$ cat config.mk
export PLATFORM = sky130hd
export DESIGN_NAME = gedr_front
export DESIGN_NICKNAME = d
export VERILOG_FILES = /design/src/hw/rtl/gedr_pkg.sv /design/src/hw/rtl/gedr_front.sv
export SDC_FILE = /design/constraint.sdc
export NUM_CORES = 1
export LEC_CHECK = 0
export BUFFER_PORTS_ARGS = -buffer_cell sky130_fd_sc_hd__buf_4
export CORE_MARGIN = 1
export CORE_UTILIZATION = 45
export DETAILED_ROUTE_END_ITERATION = 8
export PLACE_DENSITY = 0.7
export SLEW_MARGIN = 20
export SYNTH_ARGS = -nofsm -noshare
export SYNTH_HDL_FRONTEND = slang
export SYNTH_SLANG_ARGS = --single-unit
$ cat constraint.sdc
create_clock -name clk -period 10.2 [get_ports clk]
set_input_delay 1.02 -clock clk [delete_from_list [all_inputs] [get_ports clk]]
set_output_delay 1.02 -clock clk [all_outputs]
set_load 0.05 [all_outputs]
$ cat src/hw/rtl/gedr_pkg.sv
// Shared types and constants for the dead reckoning unit
`default_nettype none
package gedr_pkg;
  localparam int ANGLE_BITS   = 32;
  localparam int CORDIC_STEPS = 16;
  localparam int TABLE_LEN    = 24;
  localparam int STEP_W       = $clog2(CORDIC_STEPS + 1);

  localparam logic [31:0] RATE_SCALE_RST = 32'd390937467;
  localparam logic [31:0] DIST_TICK_RST  = 32'd2284503;
  localparam logic signed [33:0] CORDIC_START = 34'sd652032874;

  localparam logic REG_RATE_SCALE = 1'b0;
  localparam logic REG_DIST_TICK  = 1'b1;

  // Mask that clears angle bits below the kept resolution
  localparam logic [31:0] ANGLE_MASK = ~((32'd1 << (32 - ANGLE_BITS)) - 32'd1);

  // One accepted sample as it sits in the queue
  typedef struct packed {
    logic signed [15:0] gyro_x;
    logic signed [15:0] gyro_y;
    logic signed [15:0] gyro_z;
    logic signed [15:0] ticks;
    logic [23:0]        elapsed;
  } sample_t;

  typedef struct packed {
    logic signed [31:0] pos_x;
    logic signed [31:0] pos_y;
    logic [31:0]        yaw;
    logic [31:0]        pitch;
    logic [31:0]        roll;
  } result_t;

  function automatic logic [31:0] atan_turns(input logic [4:0] i);
    logic [31:0] v;
    case (i)
      5'd0: v = 32'd536870912;  5'd1: v = 32'd316933406;
      5'd2: v = 32'd167458907;  5'd3: v = 32'd85004756;
      5'd4: v = 32'd42667331;   5'd5: v = 32'd21354465;
      5'd6: v = 32'd10679838;   5'd7: v = 32'd5340245;
      5'd8: v = 32'd2670163;    5'd9: v = 32'd1335087;
      5'd10: v = 32'd667544;    5'd11: v = 32'd333772;
      5'd12: v = 32'd166886;    5'd13: v = 32'd83443;
      5'd14: v = 32'd41722;     5'd15: v = 32'd20861;
      5'd16: v = 32'd10430;     5'd17: v = 32'd5215;
      5'd18: v = 32'd2608;      5'd19: v = 32'd1304;
      5'd20: v = 32'd652;       5'd21: v = 32'd326;
      5'd22: v = 32'd163;       5'd23: v = 32'd81;
      default: v = 32'd0;
    endcase
    return v;
  endfunction
endpackage
`default_nettype wire

$ cat src/hw/rtl/gedr_front.sv
// Input side: accepts samples and holds them in a two-entry queue
`default_nettype none
module gedr_front (
  input  wire logic             clk,
  input  wire logic             rst_n,
  input  wire logic             in_valid,
  output logic                  in_stall,
  input  wire gedr_pkg::sample_t in_sample,
  output logic                  q_valid,
  output gedr_pkg::sample_t     q_sample,
  input  wire logic             q_take
);
  import gedr_pkg::*;

  sample_t   mem_r [2];
  logic      wr_ptr_r, rd_ptr_r;
  logic [1:0] cnt_r;
  logic      push, pop;

  assign in_stall = (cnt_r == 2'd2);
  assign push     = in_valid && !in_stall;
  assign q_valid  = (cnt_r != 2'd0);
  assign pop      = q_valid && q_take;
  assign q_sample = mem_r[rd_ptr_r];

  // Write the sample into the queue
  always_ff @(posedge clk) begin
    if (push) begin
      mem_r[wr_ptr_r] <= in_sample;
    end
  end

  // Advance pointers and count
  always_ff @(posedge clk) begin
    if (!rst_n) begin
      wr_ptr_r <= 1'b0;
      rd_ptr_r <= 1'b0;
      cnt_r    <= 2'd0;
    end else begin
      if (push) wr_ptr_r <= !wr_ptr_r;
      if (pop)  rd_ptr_r <= !rd_ptr_r;
      cnt_r <= cnt_r + {1'b0, push} - {1'b0, pop};
    end
  end
endmodule
`default_nettype wire

* Word-level counts from Yosys, hierarchy flattened
Memory sizes are Yosys's and may differ from the RTL's. A register that Yosys moved wholly into a read port is not among the register bits.
Cells that the tools add are included.
** Storage, ports and cells
- Flip-flop bits (word level) :: 4
- Bits in writable memories :: 176
- Input port bits :: 92
- Output and inout port bits :: 90
- Word-level logic and storage cells :: 17
- Memories :: 1
** Operators by class
- Add/sub/neg operators :: 2
- Equal/unequal tests :: 1
- Muxes and demuxes :: 4
- Reductions and logical operators :: 6
** Memories
- mem_r :: words 2, bits a word 88, read ports 1, clocked after Yosys merged registers in 1, wr ports 1, line gedr_front.sv:15 : sample_t mem_r [2];
** Operators by type and width (number)
- 1-bit 2-to-1 mux :: 4
- 1-bit logical NOT :: 3
- 2-bit by 1-bit adder with 2-bit output :: 1
- 2-bit equality test (second input constant) :: 1
- 1-bit logical AND :: 2
- 2-bit nonzero test :: 1
- 2-bit by 1-bit subtractor with 2-bit output :: 1

* Longest topological paths before layout
Gate-level depths: netlist (run 1).
- Depth in word-level cells :: 5
- Gate-level depth with buffers :: 8
- Depth with buffers taken out :: 8

* Least setup slack after synthesis (run 1)
Ideal clock, no wire load.
- Path kind :: input-to-reg
- Start point :: input port in_valid
- End point :: memory mem_r[0][0] in the netlist's numbering (enable)
- Library setup time :: 0.535 ns
- Arrival time :: 4.780 ns
- Data required time :: 9.665 ns
- Setup slack :: 4.885 ns
- Stages :: 2
- Buffers on the path :: 0
- Cells stage by stage :: nand2_1 nor2_1
** On the way
- Cells in the longest elaborated chain, start to end :: 3
** RTL lines
- start: declaration :: line gedr_front.sv:6 : input wire logic in_valid,
- 1-bit logical AND :: line gedr_front.sv:21 : assign push = in_valid && !in_stall;
- 1-bit 2-to-1 mux :: line gedr_front.sv:28 : if (push) begin
- 1-bit 2-to-1 mux (implied by the code) :: line gedr_front.sv:29 : mem_r[wr_ptr_r] <= in_sample;
- end: declaration :: line gedr_front.sv:15
Every way passes these cells.

==> results of run 1 <==
-- placed cells by master (no fill, tap or decap), types with 2 or more instances in the layout --
master and n:
buf_4 183, edfxtp_1 176, mux2_2 68, mux2_4 20
clkbuf_16 17, clkinvlp_4 5, dfxtp_1 4, inv_1 3
nor2_1 3, clkinv_1 3, bufinv_16 3, clkinv_2 3
nand2b_1 2, nand2_1 2, xnor2_1 2, ha_1 2
-- area by class of cell --
| cell class | count | area [um^2] |
|---|---|---|
| inverters | 3 | 11.3 |
| well taps | 184 | 230 |
| repair buffers | 185 | 1410 |
| flip-flops and latches | 181 | 5390 |
| fillers | 1056 | 5650 |
| clock buffers | 17 | 425 |
| clock inverters | 15 | 163 |
| multi-input cells | 106 | 1200 |
-- worst max path at each step --
stage / cells after the start / endpoint / from
after floorplan: 2 / mem_r[0][0] / in_valid
after global placement: 4 / mem_r[0][30] / in_valid
after detailed placement: 4 / mem_r[0][30] / in_valid
after CTS: 3 / q_sample[5] / flip-flop
after global routing: 3 / q_sample[5] / flip-flop
final: 3 / q_sample[2] / flip-flop
-- registers in the layout, indices dropped and copies added (netlist names), named ones only --
name      flops
mem_r       176
cnt_r         2
rd_ptr_r      1
wr_ptr_r      1
-- worst max-delay path: stages, from the launching register on --
cell	delay (ns)
dfxtp_4	0.72
buf_4	0.67
mux2_2	0.43
buf_4	0.20
-- metal layers --
layer,global-route usage [%],vias up,part of all wire (%)
met5,0,-,0
met1,17.5,1632,41
li1,-,1567,-
met4,7.38,0,1.7
met2,24.1,126,49
met3,5.91,15,8.0
-- through the flow --
step | area [um^2] | instances | power [W] | hold slack (ns) | setup slack, ns
floorplan | 6660 | 300 | 0.00164 | 0.455 | 4.88
global placement | 8210 | 658 | 0.00186 | 0.498 | 6.94
detailed placement | 8220 | 658 | 0.00187 | 0.498 | 6.89
CTS | 8800 | 690 | 0.00251 | 0.523 | 6.63
global route | 8820 | 691 | 0.00258 | 0.544 | 6.53
finish | 8820 | 691 | 0.00249 | 0.515 | 6.68
-- kinds of logic (layout without fill, tap and decap cells) --
logic type | Yosys count | after routing | share of synthesized area [%]
adder cells (fa/ha/maj) | 2 | 2 | 0.376
AO/OA/AOI/OAI | 1 | 1 | 0.113
multiplexers | 89 | 89 | 16.2
AND/OR/NAND/NOR | 11 | 11 | 0.808
flip-flops | 181 | 181 | 80.9
XOR/XNOR | 3 | 3 | 0.395
buffers and inverters | 13 | 220 | 1.30
-- synth_stat cells, types with 2 or more instances --
library cell    n  area share [%]
dfxtp_1         5             1.5
nor2_1          4            0.23
nand2b_1        2            0.19
buf_6           4            0.68
ha_1            2            0.38
mux2_2         68              11
edfxtp_1      176              79
mux2_4         20             4.5
inv_1           3            0.17
xnor2_1         2            0.26
nand2_1         2            0.11
buf_2           6            0.45
-- power breakdown --
group | internal, W | total (W) | switching [W]
clock | 0.000381 | 0.000639 | 0.000258
combinational | 0.000302 | 0.000869 | 0.000567
sequential | 0.000935 | 0.000979 | 0.0000438
==> results.sh, run 1 <==
export IMPL_fp_dieW_um=124
export IMPL_die_height_um=124
export IMPL_cts_resized=0
export IMPL_p_leak_nw=3.33
export IMPL_worst_path_max_fanout=46
export IMPL_post_drt_via_cell_ratio=4.83
export IMPL_drt_initial_drc_count=185
export IMPL_rrSetupSlack_ns=7.87
export IMPL_ant_nets=0
export IMPL_crit_path_end_kind="primary output"
export IMPL_grt_pass1_wl_um=16600
export IMPL_first_pass_iters=4
export IMPL_grt_pass1_vias=3323
export IMPL_hold_end="rd_ptr_r"
export IMPL_gr_usage_all_layers_pct=15.0
export IMPL_start_util_pct=46.0
export IMPL_cts_clk_slew_worst_paths_ns=0.06
export IMPL_worstSkewPairLatency_ns=0.42
export IMPL_ctsHoldBuffers=0
export IMPL_gp_congestion=0.725
export IMPL_peakVddDrop_v=0.000164
export IMPL_cts_sinks=181
export IMPL_port_buffers=181
export IMPL_ctsRootBufferMaster="clkbuf_16"
export IMPL_synthCells=300
export IMPL_arrival_ns=2.50
export IMPL_ys_seq_elements=181
export IMPL_utilization_pct=60.9
export IMPL_hold_class="reg2reg"
export IMPL_powerDensity_nw_per_um2=282
export IMPL_h_tree_depth=4
export IMPL_rr_worst_depth=5
export IMPL_timing_rr_end="mem_r[0][34]"
export IMPL_syn_area_um2=6660
export IMPL_rsz0062_at_grt="no"
export IMPL_routedWlPerCell_um=16.5
export IMPL_crit_type="reg2out"
export IMPL_grt_max_degree=89
export IMPL_yosysWarnings=0
export IMPL_hpwlAfterDp_um=7320
export IMPL_coreArea_um2=14500
export IMPL_synthArstFlopShare_pct=0
export IMPL_cts_tree="done"
export IMPL_hold_viol=0
export IMPL_fin_crit_ns=3.52
export IMPL_drive_gt1_share_pct=60.4
export IMPL_crit_path_start_kind="flip-flop"
export IMPL_min_from="rd_ptr_r"
export IMPL_io_pins=182
export IMPL_ys_types=18
export IMPL_die_area_um2=15300
export IMPL_synth_sequential_area_ratio_pct=80.9
export IMPL_clock_skew_ns=0.00603
export IMPL_drc_errors=0
export IMPL_r2r_start="cnt_r[0]"
export IMPL_fmax_mhz=284
export IMPL_holdPathStages=2
export IMPL_area_delta_synth_final_pct=32.5
export IMPL_slew_limit_headroom_pct=42.9
export IMPL_synth_top_flop_cell="edfxtp_1"
export IMPL_synth_edff_count=176
export IMPL_final_nets=588
export IMPL_synth_fp_nets=394
export IMPL_slew_viol_final=0
export IMPL_maxCapViolCount=0
export IMPL_post_cts_buffers=0
export IMPL_num_vias=3340
export IMPL_tightest_slew_ns=0.856
export IMPL_synth_avg_cell_area_um2=22.2
export IMPL_row_count=44
export IMPL_antenna_cells=0
export IMPL_wl_um=11400
export IMPL_cts_buffers=17
export IMPL_finalCritPeriodShare_pct=34.5
export IMPL_setup_viol=0
export IMPL_overflow=0
export IMPL_status="finished clean"
export IMPL_cts_max_path_buffers=2
export IMPL_setup_tns_ns=0
export IMPL_grt_antenna_before_repair=0
export IMPL_crit_required_ns=9.18
Power figures use the tool's default switching activity.
==> inputs of run 2 (changes only) <==
==> constraint.sdc (replaced) <==
create_clock -name clk -period 3.35 [get_ports clk]
set_input_delay 0.335 -clock clk [delete_from_list [all_inputs] [get_ports clk]]
set_output_delay 0.335 -clock clk [all_outputs]
set_load 0.05 [all_outputs]
==> run 2 against run 1 <==
Utilization fell by 0.13 points. Clock skew rose by 0.0036 ns. Largest cell class unchanged. Setup slack got worse by 5.6 ns. First-iteration DRC count rose by 18%. Cell area fell by 0.21%. Critical path depth did not move. Cell count rose by 0.14%. Largest power group unchanged.
==> results.sh, run 2 (synthesized netlist as in run 1, its figures left out) <==
export IMPL_num_vias=3320
export IMPL_layout_common_cells="184 x buf_4, 176 x edfxtp_1, 68 x mux2_2, 20 x mux2_4, 17 x clkbuf_16"
export IMPL_die_area_um2=15300
export IMPL_fin_crit_ns=2.28
export IMPL_h_tree_depth=4
export IMPL_cts_clk_slew_worst_paths_ns=0.06
export IMPL_ctsRootBufferMaster="clkbuf_16"
export IMPL_antenna_cells=0
export IMPL_holdWs_ns=0.0973
export IMPL_reg_largest_list="mem_r x176, cnt_r x2"
export IMPL_p_leak_nw=3.33
export IMPL_wl_um=11700
export IMPL_timing_rr_end="mem_r[1][16]"
export IMPL_dp_cells=660
export IMPL_powerDensity_nw_per_um2=851
export IMPL_routedWlPerCell_um=17.0
export IMPL_slew_viol_final=0
export IMPL_slew_limit_headroom_pct=48.0
export IMPL_instances_no_fill=692
export IMPL_rsz0062_at_grt="no"
export IMPL_io_pins=182
export IMPL_gr_usage_all_layers_pct=15.6
export IMPL_drt_initial_drc_count=218
export IMPL_tightest_slew_ns=0.780
export IMPL_post_drt_via_cell_ratio=4.80
export IMPL_r2r_start="cnt_r[0]"
export IMPL_fmax_mhz=438
export IMPL_crit_type="reg2out"
export IMPL_hold_viol=0
export IMPL_top_register="mem_r"
export IMPL_crit_path_start_kind="flip-flop"
export IMPL_finalCritPeriodShare_pct=68.2
export IMPL_grt_pass1_vias=3445
export IMPL_die_height_um=124
export IMPL_endpoint="q_sample[62]"
export IMPL_ctsHoldBuffers=0
export IMPL_arrival_ns=1.95
export IMPL_rrSetupSlack_ns=1.50
export IMPL_peakVddDrop_v=0.000416
export IMPL_start_util_pct=46.0
export IMPL_cts_max_path_buffers=2
export IMPL_grt_pass1_wl_um=17100
export IMPL_cts_resized=0
export IMPL_cts_buffers=17
export IMPL_maxCapViolCount=0
export IMPL_hold_class="in2reg"
export IMPL_area_delta_synth_final_pct=32.2
export IMPL_worst_path_max_fanout=26
export IMPL_status="finished clean"
export IMPL_crit_required_ns=3.01
export IMPL_setup_tns_ns=0
export IMPL_overflow=0
export IMPL_layout_commonest_cell="buf_4"
export IMPL_fp_dieW_um=124
export IMPL_cts_tree="done"
export IMPL_port_buffers=181
export IMPL_first_pass_iters=4
export IMPL_drc_errors=0
export IMPL_crit_path_end_kind="primary output"
export IMPL_worstSkewPairLatency_ns=0.42
export IMPL_final_nets=589
export IMPL_largest_register_ffs=176
export IMPL_drive_gt1_share_pct=59.4
export IMPL_post_cts_buffers=0
export IMPL_grt_antenna_before_repair=0
export IMPL_row_count=44
export IMPL_hpwlAfterDp_um=7840
export IMPL_gp_congestion=0.740
export IMPL_clock_skew_ns=0.00962
export IMPL_ant_nets=0
export IMPL_grt_max_degree=59
export IMPL_cts_sinks=181
export IMPL_coreArea_um2=14500
export IMPL_setup_viol=0
export IMPL_rr_worst_depth=3
==> run 2: per-stage QoR <==
| stage | cell area [um^2] | setup slack (ns) | power [W] | utilization (%) |
|---|---|---|---|---|
| 5_1_grt | 8810 | 0.958 | 0.00778 | 60.8 |
| 6_report | 8810 | 1.07 | 0.00750 | 60.8 |
| 4_1_cts | 8810 | 1.02 | 0.00758 | 60.8 |
| 3_3_place_gp | 8250 | 1.50 | 0.00568 | 57.0 |
| 3_5_place_dp | 8250 | 1.45 | 0.00571 | 57.0 |
| 2_1_floorplan | 6660 | 0.0466 | 0.00497 | - |
==> run 2: worst min-delay path by stage <==
stage / from / endpoint / cells past startpoint
2_1_floorplan: in_sample[0] / mem_r[0][0] / 0
3_5_place_dp: rd_ptr_r / rd_ptr_r / 2
3_3_place_gp: rd_ptr_r / rd_ptr_r / 2
4_1_cts: in_sample[63] / mem_r[0][63] / 1
5_1_grt: in_sample[10] / mem_r[0][10] / 1
6_report: in_sample[8] / mem_r[0][8] / 1
==> run 2: final cells by class <==
| type | count | area [um^2] |
|---|---|---|
| timing repair buffer | 186 | 1420 |
| inverter | 3 | 11.3 |
| clock buffer | 23 | 448 |
| tap | 184 | 230 |
| clock inverter | 9 | 105 |
| multi-input combinational | 106 | 1200 |
| fill | 1079 | 5670 |
| sequential | 181 | 5390 |
==> run 2: where the power goes <==
| group | leakage [nW] | switching [W] | internal (W) |
|---|---|---|---|
| clock | 0.260 | 0.000767 | 0.00109 |
| combinational | 1.38 | 0.00176 | 0.000927 |
| sequential | 1.69 | 0.000104 | 0.00285 |
==> run 2: routing by layer <==
metal / vias to the layer above / wire [um] / GRT usage, %
li1: 1565 / - / -
met1: 1627 / 4660 / 17.9
met2: 116 / 6000 / 25.9
met3: 12 / 932 / 6.36
met4: 0 / 149 / 6.55
met5: - / 0 / 0
==> run 2: worst max-delay path, cell delays in order (launching register included) <==
cell and delay (ns):
dfxtp_4 0.52, buf_4 0.41, mux2_2 0.39, buf_4 0.19
==> inputs of run 3 (changes only) <==
--- a/config.mk
+++ b/config.mk
@@ -5,11 +5,12 @@
 export SDC_FILE = /design/constraint.sdc
 export NUM_CORES = 1
 export LEC_CHECK = 0
+export ABC_AREA = 1
 export BUFFER_PORTS_ARGS = -buffer_cell sky130_fd_sc_hd__buf_4
 export CORE_MARGIN = 1
 export CORE_UTILIZATION = 45
 export DETAILED_ROUTE_END_ITERATION = 8
-export PLACE_DENSITY = 0.7
+export PLACE_DENSITY = 0.73
 export SLEW_MARGIN = 20
 export SYNTH_ARGS = -nofsm -noshare
 export SYNTH_HDL_FRONTEND = slang
==> constraint.sdc (replaced) <==
create_clock -name clk -period 1.9 [get_ports clk]
set_input_delay 0.19 -clock clk [delete_from_list [all_inputs] [get_ports clk]]
set_output_delay 0.19 -clock clk [all_outputs]
set_load 0.05 [all_outputs]
==> run 3 against run 2 <==
Via count grew 14%. Die area grew 0.15%. Clock power grew 86%. Synthesized area grew 0.15%. Combinational power grew 86%. Global-route usage grew 1.5 points. Clock skew shrank 0.0035 ns. Largest cell class unchanged. Highest routed layer unchanged.
==> results.sh, run 3 <==
export IMPL_synth_top_flop_cell="edfxtp_1"
export IMPL_gp_congestion=0.727
export IMPL_synth_avg_cell_area_um2=21.4
export IMPL_routedWlPerCell_um=16.1
export IMPL_die_height_um=124
export IMPL_synth_sequential_area_ratio_pct=80.7
export IMPL_post_drt_via_cell_ratio=4.76
export IMPL_cts_tree="done"
export IMPL_syn_area_um2=6670
export IMPL_ff_latch_area_um2=5390
export IMPL_p_sw_share_pct=35.0
export IMPL_yosysTopAreaCellShare_pct=79.2
export IMPL_tightest_slew_ns=0.384
export IMPL_fmax_mhz=527
export IMPL_met2_usage_pct=29.2
export IMPL_arrival_ns=1.71
export IMPL_rr_worst_depth=10
export IMPL_cts_sinks=181
export IMPL_finalCritPeriodShare_pct=100
export IMPL_hold_viol=0
export IMPL_synth_area_leaders="edfxtp_1 79%, mux2_2 11%, mux2_4 4.5%"
export IMPL_antenna_cells=0
export IMPL_fp_dieW_um=124
export IMPL_grt_pass1_vias=3893
export IMPL_post_cts_buffers=0
export IMPL_use_met3_pct=5.08
export IMPL_grt_pass1_wl_um=18900
export IMPL_clock_skew_ns=0.00615
export IMPL_drive_gt1_share_pct=51.4
export IMPL_cts_clk_slew_worst_paths_ns=0.06
export IMPL_final_nets=691
export IMPL_crit_path_start_kind="flip-flop"
export IMPL_setup_viol=0
export IMPL_hold_class="in2reg"
export IMPL_fin_crit_ns=1.90
export IMPL_busiest_layer="met2"
export IMPL_ant_nets=0
export IMPL_ys_types=12
export IMPL_start_util_pct=46.1
export IMPL_layout_common_cells="184 x buf_4, 176 x edfxtp_1, 89 x dlygate4sd3_1, 68 x mux2_2, 20 x mux2_4"
export IMPL_worstSkewPairLatency_ns=0.42
export IMPL_power_frac_comb_pct=36.5
export IMPL_rsz0062_at_grt="yes"
export IMPL_first_pass_iters=4
export IMPL_crit_path_end_kind="primary output"
export IMPL_clkPwrFrac_pct=25.3
export IMPL_worst_path_max_fanout=52
export IMPL_synth_top_area_cell="edfxtp_1"
export IMPL_holdWs_ns=0.0577
export IMPL_maxCapViolCount=0
export IMPL_top_register="mem_r"
export IMPL_p_sw_w=0.00478
export IMPL_internal_power_w=0.00887
export IMPL_reg_largest_list="mem_r x176, cnt_r x2"
export IMPL_status="finished clean"
export IMPL_dpl_instance_area_um2=8320
export IMPL_drc_errors=0
export IMPL_multi_input_area_um2=1200
export IMPL_met1_usage_pct=19.8
export IMPL_powerDensity_nw_per_um2=1390
export IMPL_synth_fp_nets=405
export IMPL_synth_edff_count=176
export IMPL_synthArstFlopShare_pct=0
export IMPL_die_area_um2=15300
export IMPL_coreArea_um2=14500
export IMPL_hpwlAfterDp_um=7750
export IMPL_port_buffers=181
export IMPL_num_vias=3773
export IMPL_largest_register_ffs=176
export IMPL_slew_viol_final=0
export IMPL_layout_commonest_cell="buf_4"
export IMPL_area_delta_synth_final_pct=47.0
export IMPL_ctsRootBufferMaster="clkbuf_16"
export IMPL_endpoint="q_sample[6]"
export IMPL_crit_type="reg2out"
export IMPL_yosysWarnings=0
export IMPL_cts_buffers=17
export IMPL_setup_tns_ns=0
export IMPL_crit_required_ns=1.71
export IMPL_io_pins=182
export IMPL_grt_antenna_before_repair=0
export IMPL_fill_cells=959
export IMPL_yosysMostFrequentCell="edfxtp_1"
export IMPL_r2r_start="cnt_r[0]"
export IMPL_overflow=0
export IMPL_p_leak_nw=3.75
export IMPL_pwr_share_seq_pct=38.2
export IMPL_drt_initial_drc_count=129
export IMPL_row_count=44
export IMPL_wl_um=12800
export IMPL_slew_limit_headroom_pct=74.4
export IMPL_synth_top_cells_by_count="176 x edfxtp_1, 68 x mux2_2, 20 x mux2_4"
export IMPL_synthCells=311
export IMPL_h_tree_depth=4
export IMPL_timing_rr_end="cnt_r[1]"
export IMPL_fin_area_um2=9810
export IMPL_rrSetupSlack_ns=0.39
export IMPL_cts_max_path_buffers=2
export IMPL_grt_max_degree=61
export IMPL_peakVddDrop_v=0.000829
export IMPL_ys_seq_elements=181
export IMPL_gr_usage_all_layers_pct=17.1
[run 3: cells by family after synthesis]
kind of cell	Yosys count	share of synthesized area, %
adder cells (fa/ha/maj)	2	0.375
multiplexers	88	16.0
flip-flops	181	80.7
AO/OA/AOI/OAI	2	0.150
AND/OR/NAND/NOR	20	1.18
buffers and inverters	18	1.58
[run 3: worst max-delay path, cell delays in order (launching register included)]
cell     delay [ns]
dfxtp_4        0.37
buf_16         0.26
mux2_2         0.40
buf_4          0.19
[run 3: per-stage QoR]
step           cells  power (W)  utilization [%]  worst slack, ns
2_1_floorplan    311    0.00875                -           -0.339
3_3_place_gp     673     0.0101             57.5            0.462
3_5_place_dp     673     0.0101             57.5            0.397
4_1_cts          793     0.0138             67.7         -0.00955
5_1_grt          793     0.0142             67.7          -0.0458
6_report         793     0.0137             67.7         0.000782
[run 3: worst min path at each step]
stage,end,slack [ns],depth (start not counted),from
detailed placement,mem_r[0][81],0.38,1,in_sample[81]
global route,wr_ptr_r,0.05,3,in_valid
finish,wr_ptr_r,0.06,3,in_valid
CTS,wr_ptr_r,0.04,3,in_valid
floorplan,cnt_r[0],0.28,2,rst_n
global placement,mem_r[0][24],0.37,1,in_sample[24]
[run 3: cell type report]
type	count	share of cell area, %
clock buffer	18	4.38
tap	184	2.35
multi-input combinational	112	12.3
inverter	8	0.345
sequential	181	55.0
clock inverter	13	1.62
timing repair buffer	277	24.1
[run 3: repair_timing]
| action | 4_1_cts | 5_1_grt |
|---|---|---|
| hold buffers | 89 | 0 |
| endpoints found under the hold margin | 178 | 0 |
| endpoints found under the setup margin | 11 | 66 |
| gates resized for setup | 1 | 0 |
| gates cloned | 0 | 0 |
[run 3: layer usage]
metal | vias to the layer above | part of all wire [%]
met1 | 1852 | 41
met4 | 0 | 1.8
li1 | 1783 | -
met5 | - | 0
met2 | 122 | 51
met3 | 16 | 6.0
[run 3: power by group through the flow]
stage	Sequential (W)	Combinational, W	Clock, W
finish	0.00521	0.00498	0.00346
CTS	0.00521	0.00502	0.00354
detailed placement	0.00529	0.00485	0
global placement	0.00526	0.00481	0
global route	0.00526	0.00522	0.00369
floorplan	0.00526	0.00349	0
